**src/rtl/rtcrf_pkg.sv**
```systemverilog
// Package for the RTC register file with alarm.
// Holds the function and offset codes, write masks, item structs and BCD helper.
// No dependencies.
package rtcrf_pkg;

    localparam int RAM_WORDS_DEF = 13;
    localparam int BANK_REGS     = 13;

    // function codes
    localparam logic [1:0] FUNC_READ  = 2'd0;
    localparam logic [1:0] FUNC_WRITE = 2'd1;
    localparam logic [1:0] FUNC_LOAD  = 2'd2;

    // special offsets
    localparam logic [3:0] OFF_MODE  = 4'd13;
    localparam logic [3:0] OFF_TEST  = 4'd14;
    localparam logic [3:0] OFF_RESET = 4'd15;

    // bank codes from the mode register
    localparam logic [1:0] BANK_TIME  = 2'd0;
    localparam logic [1:0] BANK_ALARM = 2'd1;
    localparam logic [1:0] BANK_RAM_L = 2'd2;
    localparam logic [1:0] BANK_RAM_H = 2'd3;

    localparam int ALARM_EN_BIT    = 2;
    localparam int RESET_ALARM_BIT = 0;
    localparam int LEAP_REG        = 11;
    localparam int CMP_FIRST       = 2;
    localparam int CMP_LAST        = 8;

    localparam logic [3:0] WMASK_TIME [16] = '{
        4'hf, 4'h7, 4'hf, 4'h7, 4'hf, 4'h3, 4'h7, 4'hf,
        4'h3, 4'hf, 4'h1, 4'hf, 4'hf, 4'hf, 4'hf, 4'hf
    };
    localparam logic [3:0] WMASK_ALARM [16] = '{
        4'h0, 4'h0, 4'hf, 4'h7, 4'hf, 4'h3, 4'h7, 4'hf,
        4'h3, 4'h0, 4'h1, 4'h3, 4'h0, 4'hf, 4'hf, 4'hf
    };

    typedef struct packed {
        logic [1:0] func;
        logic [3:0] offset;
        logic [3:0] data;
        logic [6:0] year;
        logic [3:0] month;
        logic [4:0] day;
        logic [2:0] weekday;
        logic [4:0] hour;
        logic [5:0] minute;
        logic [5:0] second;
    } t_req;

    typedef struct packed {
        logic [3:0] read_data;
        logic       alarm_line;
    } t_rsp;

    // Split a value below 128 into {tens, ones}; divide by ten via 205/2048.
    function automatic logic [7:0] to_bcd(input logic [6:0] v);
        logic [14:0] prod;
        logic [3:0]  tens;
        logic [6:0]  rem;
        prod = 15'(v) * 15'd205;
        tens = prod[14:11];
        rem  = v - 7'({3'b000, tens} * 7'd10);
        return {tens, rem[3:0]};
    endfunction

endpackage

```
**src/rtl/rtcrf_regs.sv**
```systemverilog
// Register banks, RAM and alarm compare of the RTC register file.
// Depends on rtcrf_pkg.
module rtcrf_regs #(
    parameter int RAM_WORDS = rtcrf_pkg::RAM_WORDS_DEF
) (
    input  logic              i_clk,
    input  logic              i_rst_n,
    input  logic              i_req_valid,
    input  rtcrf_pkg::t_req   i_req,
    output rtcrf_pkg::t_rsp   o_rsp
);

    localparam int RAM_AW = (RAM_WORDS > 1) ? $clog2(RAM_WORDS) : 1;
    localparam logic [4:0] RAM_LIM = 5'(RAM_WORDS);

    logic [3:0] r_time  [rtcrf_pkg::BANK_REGS];
    logic [3:0] n_time  [rtcrf_pkg::BANK_REGS];
    logic [3:0] r_alarm [rtcrf_pkg::BANK_REGS];
    logic [3:0] n_alarm [rtcrf_pkg::BANK_REGS];
    logic [7:0] r_ram   [RAM_WORDS];
    logic [7:0] n_ram   [RAM_WORDS];
    logic [3:0] r_mode, n_mode;
    logic       r_match_n, n_match_n;
    logic       r_line, n_line;

    logic [1:0]        bank;
    logic [3:0]        off;
    logic [RAM_AW-1:0] ram_idx;
    logic              ram_hit;
    logic [3:0]        rd;
    logic [7:0]        bcd_year, bcd_month, bcd_day, bcd_hour, bcd_min, bcd_sec;
    logic [3:0]        ld_time [rtcrf_pkg::BANK_REGS];
    logic              cmp_match, cmp_zero;

    assign bank    = r_mode[1:0];
    assign off     = i_req.offset;
    assign ram_idx = off[RAM_AW-1:0];
    assign ram_hit = ({1'b0, off} < RAM_LIM);

    assign bcd_year  = rtcrf_pkg::to_bcd(i_req.year);
    assign bcd_month = rtcrf_pkg::to_bcd({3'b000, i_req.month});
    assign bcd_day   = rtcrf_pkg::to_bcd({2'b00, i_req.day});
    assign bcd_hour  = rtcrf_pkg::to_bcd({2'b00, i_req.hour});
    assign bcd_min   = rtcrf_pkg::to_bcd({1'b0, i_req.minute});
    assign bcd_sec   = rtcrf_pkg::to_bcd({1'b0, i_req.second});

    always_comb begin
        ld_time[0]  = bcd_sec[3:0];
        ld_time[1]  = bcd_sec[7:4];
        ld_time[2]  = bcd_min[3:0];
        ld_time[3]  = bcd_min[7:4];
        ld_time[4]  = bcd_hour[3:0];
        ld_time[5]  = bcd_hour[7:4];
        ld_time[6]  = {1'b0, i_req.weekday};
        ld_time[7]  = bcd_day[3:0];
        ld_time[8]  = bcd_day[7:4];
        ld_time[9]  = bcd_month[3:0];
        ld_time[10] = bcd_month[7:4];
        ld_time[11] = bcd_year[3:0];
        ld_time[12] = bcd_year[7:4];
    end

    // compare the alarm against the freshly loaded time
    always_comb begin
        cmp_match = 1'b1;
        cmp_zero  = 1'b1;
        for (int i = rtcrf_pkg::CMP_FIRST; i <= rtcrf_pkg::CMP_LAST; i++) begin
            if (r_alarm[i] != 4'd0) cmp_zero = 1'b0;
            if (r_alarm[i] != ld_time[i]) cmp_match = 1'b0;
        end
    end

    always_comb begin
        n_time    = r_time;
        n_alarm   = r_alarm;
        n_ram     = r_ram;
        n_mode    = r_mode;
        n_match_n = r_match_n;
        n_line    = r_line;
        rd        = 4'd0;
        if (i_req_valid) begin
            case (i_req.func)
                rtcrf_pkg::FUNC_READ: begin
                    if (off == rtcrf_pkg::OFF_MODE) begin
                        rd = r_mode;
                    end else if (off == rtcrf_pkg::OFF_TEST || off == rtcrf_pkg::OFF_RESET) begin
                        rd = 4'd0;
                    end else begin
                        unique case (bank)
                            rtcrf_pkg::BANK_TIME:  rd = r_time[off];
                            rtcrf_pkg::BANK_ALARM: rd = r_alarm[off];
                            rtcrf_pkg::BANK_RAM_L: rd = ram_hit ? r_ram[ram_idx][3:0] : 4'd0;
                            default:               rd = ram_hit ? r_ram[ram_idx][7:4] : 4'd0;
                        endcase
                    end
                end
                rtcrf_pkg::FUNC_WRITE: begin
                    if (off == rtcrf_pkg::OFF_MODE) begin
                        n_mode = i_req.data;
                    end else if (off == rtcrf_pkg::OFF_RESET) begin
                        if (i_req.data[rtcrf_pkg::RESET_ALARM_BIT]) begin
                            for (int i = rtcrf_pkg::CMP_FIRST; i <= rtcrf_pkg::CMP_LAST; i++)
                                n_alarm[i] = 4'd0;
                        end
                    end else if (off != rtcrf_pkg::OFF_TEST) begin
                        unique case (bank)
                            rtcrf_pkg::BANK_TIME:
                                n_time[off] = i_req.data & rtcrf_pkg::WMASK_TIME[off];
                            rtcrf_pkg::BANK_ALARM:
                                n_alarm[off] = i_req.data & rtcrf_pkg::WMASK_ALARM[off];
                            rtcrf_pkg::BANK_RAM_L: begin
                                if (ram_hit)
                                    n_ram[ram_idx] = {r_ram[ram_idx][7:4], i_req.data};
                            end
                            default: begin
                                if (ram_hit)
                                    n_ram[ram_idx] = {i_req.data, r_ram[ram_idx][3:0]};
                            end
                        endcase
                    end
                end
                rtcrf_pkg::FUNC_LOAD: begin
                    n_time = ld_time;
                    n_alarm[rtcrf_pkg::LEAP_REG] = {2'b00, i_req.year[1:0]};
                    n_match_n = (cmp_match || (!r_match_n && cmp_zero)) ? 1'b0 : 1'b1;
                    n_line    = r_mode[rtcrf_pkg::ALARM_EN_BIT] ? n_match_n : 1'b1;
                end
                default: ;
            endcase
        end
    end

    assign o_rsp.read_data  = rd;
    assign o_rsp.alarm_line = n_line;

    always_ff @(posedge i_clk) begin
        if (!i_rst_n) begin
            r_time    <= '{default: '0};
            r_alarm   <= '{default: '0};
            r_ram     <= '{default: '0};
            r_mode    <= 4'd0;
            r_match_n <= 1'b1;
            r_line    <= 1'b1;
        end else begin
            r_time    <= n_time;
            r_alarm   <= n_alarm;
            r_ram     <= n_ram;
            r_mode    <= n_mode;
            r_match_n <= n_match_n;
            r_line    <= n_line;
        end
    end

endmodule

```
**src/rtl/rtc_register_file_with_alarm_top.sv**
```systemverilog
// Top level of the RTC register file with alarm.
// Depends on rtcrf_pkg and rtcrf_regs.
//
// Usage: drive a word on the i_ ports and raise i_start. The word is taken
// at every rising edge with i_start high; o_busy is never raised, so one
// word per cycle is sustained. i_func selects a register read, a register
// write or a time load; writes and loads return a read value of zero.
// Flow: the word is registered at the accepting edge, processed against
// the register banks in the next cycle, and its result is registered at the
// following edge, where the register banks update as well: o_done marks
// each result for a single cycle, while o_read_data and o_alarm_out hold
// the result until the next result is shown.
// o_alarm_out is the active-low alarm line after the word and holds its
// value between results.
// Reset (synchronous, active low) clears all banks, the RAM and the mode
// register, and drives the alarm line high. The receiver cannot stall:
// each result is taken in the cycle it is shown.
module rtc_register_file_with_alarm_top #(
    parameter int RAM_WORDS = rtcrf_pkg::RAM_WORDS_DEF
) (
    input  logic       i_clk,
    input  logic       i_rst_n,
    input  logic       i_start,
    output logic       o_busy,
    input  logic [1:0] i_func,
    input  logic [3:0] i_offset,
    input  logic [3:0] i_data,
    input  logic [6:0] i_year,
    input  logic [3:0] i_month,
    input  logic [4:0] i_day,
    input  logic [2:0] i_weekday,
    input  logic [4:0] i_hour,
    input  logic [5:0] i_minute,
    input  logic [5:0] i_second,
    output logic       o_done,
    output logic [3:0] o_read_data,
    output logic       o_alarm_out
);

    rtcrf_pkg::t_req r_req;
    logic            r_req_valid;
    rtcrf_pkg::t_rsp rsp;
    logic            r_done;
    logic [3:0]      r_read_data;
    logic            r_alarm_out;

    assign o_busy = 1'b0;

    // input register
    always_ff @(posedge i_clk) begin
        if (!i_rst_n) begin
            r_req_valid <= 1'b0;
        end else begin
            r_req_valid <= i_start;
        end
    end

    always_ff @(posedge i_clk) begin
        if (i_start) begin
            r_req.func    <= i_func;
            r_req.offset  <= i_offset;
            r_req.data    <= i_data;
            r_req.year    <= i_year;
            r_req.month   <= i_month;
            r_req.day     <= i_day;
            r_req.weekday <= i_weekday;
            r_req.hour    <= i_hour;
            r_req.minute  <= i_minute;
            r_req.second  <= i_second;
        end
    end

    rtcrf_regs #(
        .RAM_WORDS (RAM_WORDS)
    ) u_regs (
        .i_clk       (i_clk),
        .i_rst_n     (i_rst_n),
        .i_req_valid (r_req_valid),
        .i_req       (r_req),
        .o_rsp       (rsp)
    );

    // result register; alarm line holds between results
    always_ff @(posedge i_clk) begin
        if (!i_rst_n) begin
            r_done      <= 1'b0;
            r_read_data <= 4'd0;
            r_alarm_out <= 1'b1;
        end else begin
            r_done <= r_req_valid;
            if (r_req_valid) begin
                r_read_data <= rsp.read_data;
                r_alarm_out <= rsp.alarm_line;
            end
        end
    end

    assign o_done      = r_done;
    assign o_read_data = r_read_data;
    assign o_alarm_out = r_alarm_out;

endmodule

```
**config.mk**
```make
export PLATFORM = sky130hd
export DESIGN_NAME = rtc_register_file_with_alarm_top
export DESIGN_NICKNAME = d
export VERILOG_FILES = /design/src/rtl/rtcrf_pkg.sv /design/src/rtl/rtcrf_regs.sv /design/src/rtl/rtc_register_file_with_alarm_top.sv
export SDC_FILE = /design/constraint.sdc
export NUM_CORES = 1
export LEC_CHECK = 0
export BUFFER_PORTS_ARGS = -buffer_cell sky130_fd_sc_hd__buf_2
export CAP_MARGIN = 15
export CELL_PAD_IN_SITES_DETAIL_PLACEMENT = 1
export CELL_PAD_IN_SITES_GLOBAL_PLACEMENT = 2
export CORE_UTILIZATION = 38
export CTS_BUF_LIST = sky130_fd_sc_hd__clkbuf_8
export DETAILED_ROUTE_END_ITERATION = 8
export PLACE_DENSITY = 0.9
export SLEW_MARGIN = 10
export SYNTH_ARGS = -nofsm -noshare
export SYNTH_HDL_FRONTEND = slang
export SYNTH_HIERARCHICAL = 1
export SYNTH_SLANG_ARGS = --single-unit
```
**constraint.sdc**
```tcl
create_clock -name i_clk -period 5.1 [get_ports i_clk]
set_input_delay 1.02 -clock i_clk [delete_from_list [all_inputs] [get_ports i_clk]]
set_output_delay 1.02 -clock i_clk [all_outputs]
set_load 0.03 [all_outputs]
```
==> qor.csv <==
metric;value;unit
ys_top_cells_by_area;dfxtp_1, ha_1, edfxtp_1;
grt_use_total;22.4;%
met2_usage;37.8;%
final_cell_area;18200;sq um
busiest_layer;met2;
io_buffers;54;
p_sw;2.00;mW
die-area;43800;sq um
status;complete, no violations;
cp_data_required_time;5.62;ns
synth_edf_count;46;
ant_nets;0;
hold_viol_final;0;
p_clk_share;32.7;%
drv_slew;0;
grt_setup_unrepaired;true;
synth.top_cell.area_share;27.1;%
synth_seq_area_share;35.6;%
p_per_area;328;nW/um^2
swShare;33.6;%
worstPathArrival;5.44;ns
maxCapViolations;0;
maxSlewHeadroom;19.8;%
fin_skew;0.0432;ns
grt_pass1_vias;13800;
drc_errors;0;
critical_path_class;reg -> reg;
grt_overflow;0;
root_buffer;clkbuf_8;
synth.cell_area;16300;sq um
finalCritPeriodShare;96.5;%
num-fill-cells;4727;
drtIter0Drc;757;
max_freq;203;MHz
synthArstFlopShare;0;%
cts_tree;done;
pwr-share-comb;29.5;%
yosysWarningCount;6;
wirelength;49300;um
grt_max_degree;95;
p_total;5.96;mW
nets;1966;
grt_pass1_wl;77300;um
ios;56;
cp-end-kind;flip-flop;
synth_fp_nets;1913;
worst_hold_path_type;reg -> reg;
die_x;209;um
gp_congestion;0.861;
wl_per_cell;21.3;um
leakagePower;7.33;nW
placed_cell_area;17100;sq um
ys.flop_type;dfxtp_1;
numCtsBuffers;50;
area_growth;11.4;%
r2r_setup_slack;0.18;ns
hpwl;35600;um
start_util;38.7;%
core-area;42100;sq um
drtPass1Iterations;5;
layout.area.seq;5810;sq um
met3_usage;3.76;%
power.share.sequential;37.8;%
tightest_slew;1.20;ns
cts.path.max_buffers;3;
clk_pin_slew_worst_paths;0.06;ns
htreeDepth;2;
rows;75;
ys_ff_latch;267;
multiInputGateArea;9860;sq um
period_minus_slack;4.92;ns
clock_latency;0.65;ns
yosysUniqueCellTypes;77;
drive_above_1_share;17.1;%
p_int;3.96;mW
cp-start-kind;flip-flop;
numClockSinks;267;
crit_path_max_fanout;6;
die_h;209;um
met1_usage;28.8;%
viasPerCell;5.76;
vias;13300;
syn_area_per_cell;9.70;sq um
synthCells;1681;
yosys.area.top_type;dfxtp_1;
antenna_found_initial;1;
peakVddDrop;0.000189;V
setup_violations;0;
## stage by stage
| step | hold slack, ns | setup TNS (ns) | instances | setup slack, ns | utilization (%) |
|---|---|---|---|---|---|
| 3_5_place_dp | 0.458 | 0 | 2210 | 0.0563 | 40.5 |
| 6_report | 0.462 | 0 | 2308 | 0.179 | 43.1 |
| 2_1_floorplan | 0.440 | 0 | 1681 | 0.359 | - |
| 3_3_place_gp | 0.446 | 0 | 2210 | 0.216 | 40.5 |
| 5_1_grt | 0.486 | -0.259 | 2308 | -0.145 | 43.1 |
| 4_1_cts | 0.465 | 0 | 2296 | 0.0492 | 42.7 |
## power groups by stage
stage / combinational, mW / sequential, mW / clock (mW)
6_report: 1.76 / 2.25 / 1.95
5_1_grt: 1.96 / 2.26 / 2.11
4_1_cts: 1.66 / 2.25 / 2.00
3_5_place_dp: 1.64 / 2.30 / 0
3_3_place_gp: 1.56 / 2.29 / 0
2_1_floorplan: 1.18 / 2.27 / 0
## synthesized netlist by cell type, types with 24 or more instances
cell	instances
a21boi_0	99
edfxtp_1	46
nand3_1	43
inv_1	79
a22oi_1	29
nand2_1	239
clkbuf_1	59
fa_1	29
a21oi_1	72
xnor2_1	32
dfxtp_1	221
mux4_2	45
ha_1	154
nor2_1	70
o21ai_0	76
nor2b_1	33
o221a_2	42
mux2i_1	37
buf_2	24
## per-layer routing
layer | up-vias | wire length, um
li1 | 6162 | -
met1 | 6659 | 21300
met2 | 372 | 23800
met3 | 96 | 2710
met4 | 0 | 1510
met5 | - | 0
## path summary, 6_finish.rpt
path                         start               end  depth (start not counted)
setup / recovery         r_req[10]       o_alarm_out                         22
hold / removal    u_regs/r_ram[27]  u_regs/r_ram[27]                          2
setup reg to reg         r_req[10]       o_alarm_out                         22
hold reg to reg   u_regs/r_ram[27]  u_regs/r_ram[27]                          2
## cell families after synthesis
| logic type | Yosys count | synth area share [%] |
|---|---|---|
| AND/OR/NAND/NOR | 501 | 14.3 |
| AO/OA/AOI/OAI | 412 | 18.2 |
| flip-flops | 267 | 35.6 |
| adder cells (fa/ha/maj) | 183 | 15.4 |
| buffers and inverters | 177 | 4.65 |
| multiplexers | 87 | 8.83 |
| XOR/XNOR | 53 | 3.01 |
| other | 1 | 0.0230 |
## cells in the final DEF, fill, tap and decap left out, types with 8 or more instances in the layout
cell and count:
nand2_1 239, dfxtp_1 221, ha_1 149, inv_1 101
a21boi_0 98, o21ai_0 75, nor2_1 70, a21oi_1 70
clkbuf_8 55, buf_2 53, edfxtp_1 46, buf_4 45
mux4_2 45, nand3_1 43, o221a_2 42, mux2i_1 37
nor2b_1 32, a22oi_1 29, xnor2_1 29, fa_1 28
and2_1 21, xor2_1 18, and3_1 15, nor3_1 13
o22ai_1 13, nand2b_1 13, nor4_1 12, or2_2 10
a31oi_1 9, nand4_1 8, o211a_1 8
## what timing repair did
item,4_1_cts,5_1_grt
gates resized for setup,0,19
setup buffers,0,11
hold buffers,0,0
endpoints found under the setup margin,0,5
endpoints found under the hold margin,0,0
## worst max-delay path, stage by stage, from the launching register on
cell and delay (ns):
edfxtp_1 0.43, inv_1 0.10, ha_1 0.23, inv_1 0.11, fa_2 0.45, ha_1 0.31, ha_1 0.33, nand4b_1 0.17
o21a_4 0.27, a21oi_4 0.19, xor2_2 0.18, ha_2 0.19, inv_1 0.05, fa_1 0.54, xnor2_1 0.12, nand4_1 0.12
nor4_2 0.24, nand2_1 0.10, nor3b_2 0.18, a41o_1 0.22, o21ai_1 0.07, mux2i_1 0.14, nand2_1 0.06
## cell type report
type | instances | share of cell area (%)
repair buffers | 99 | 3.43
clock buffers | 55 | 4.17
diodes | 1 | 0.0138
flip-flops and latches | 267 | 32.0
clock inverters | 31 | 0.820
multi-input cells | 1237 | 54.3
inverters | 79 | 1.63
well taps | 539 | 3.71
## state kept, by name (all words and copies together), names as in the netlist, 4 cells and up
signal,count
o_read_data,4
r_req,46
u_regs/r_alarm,52
u_regs/r_mode,4
u_regs/r_ram,104
u_regs/r_time,52
Note: power is estimated with default switching activity, not from simulation.
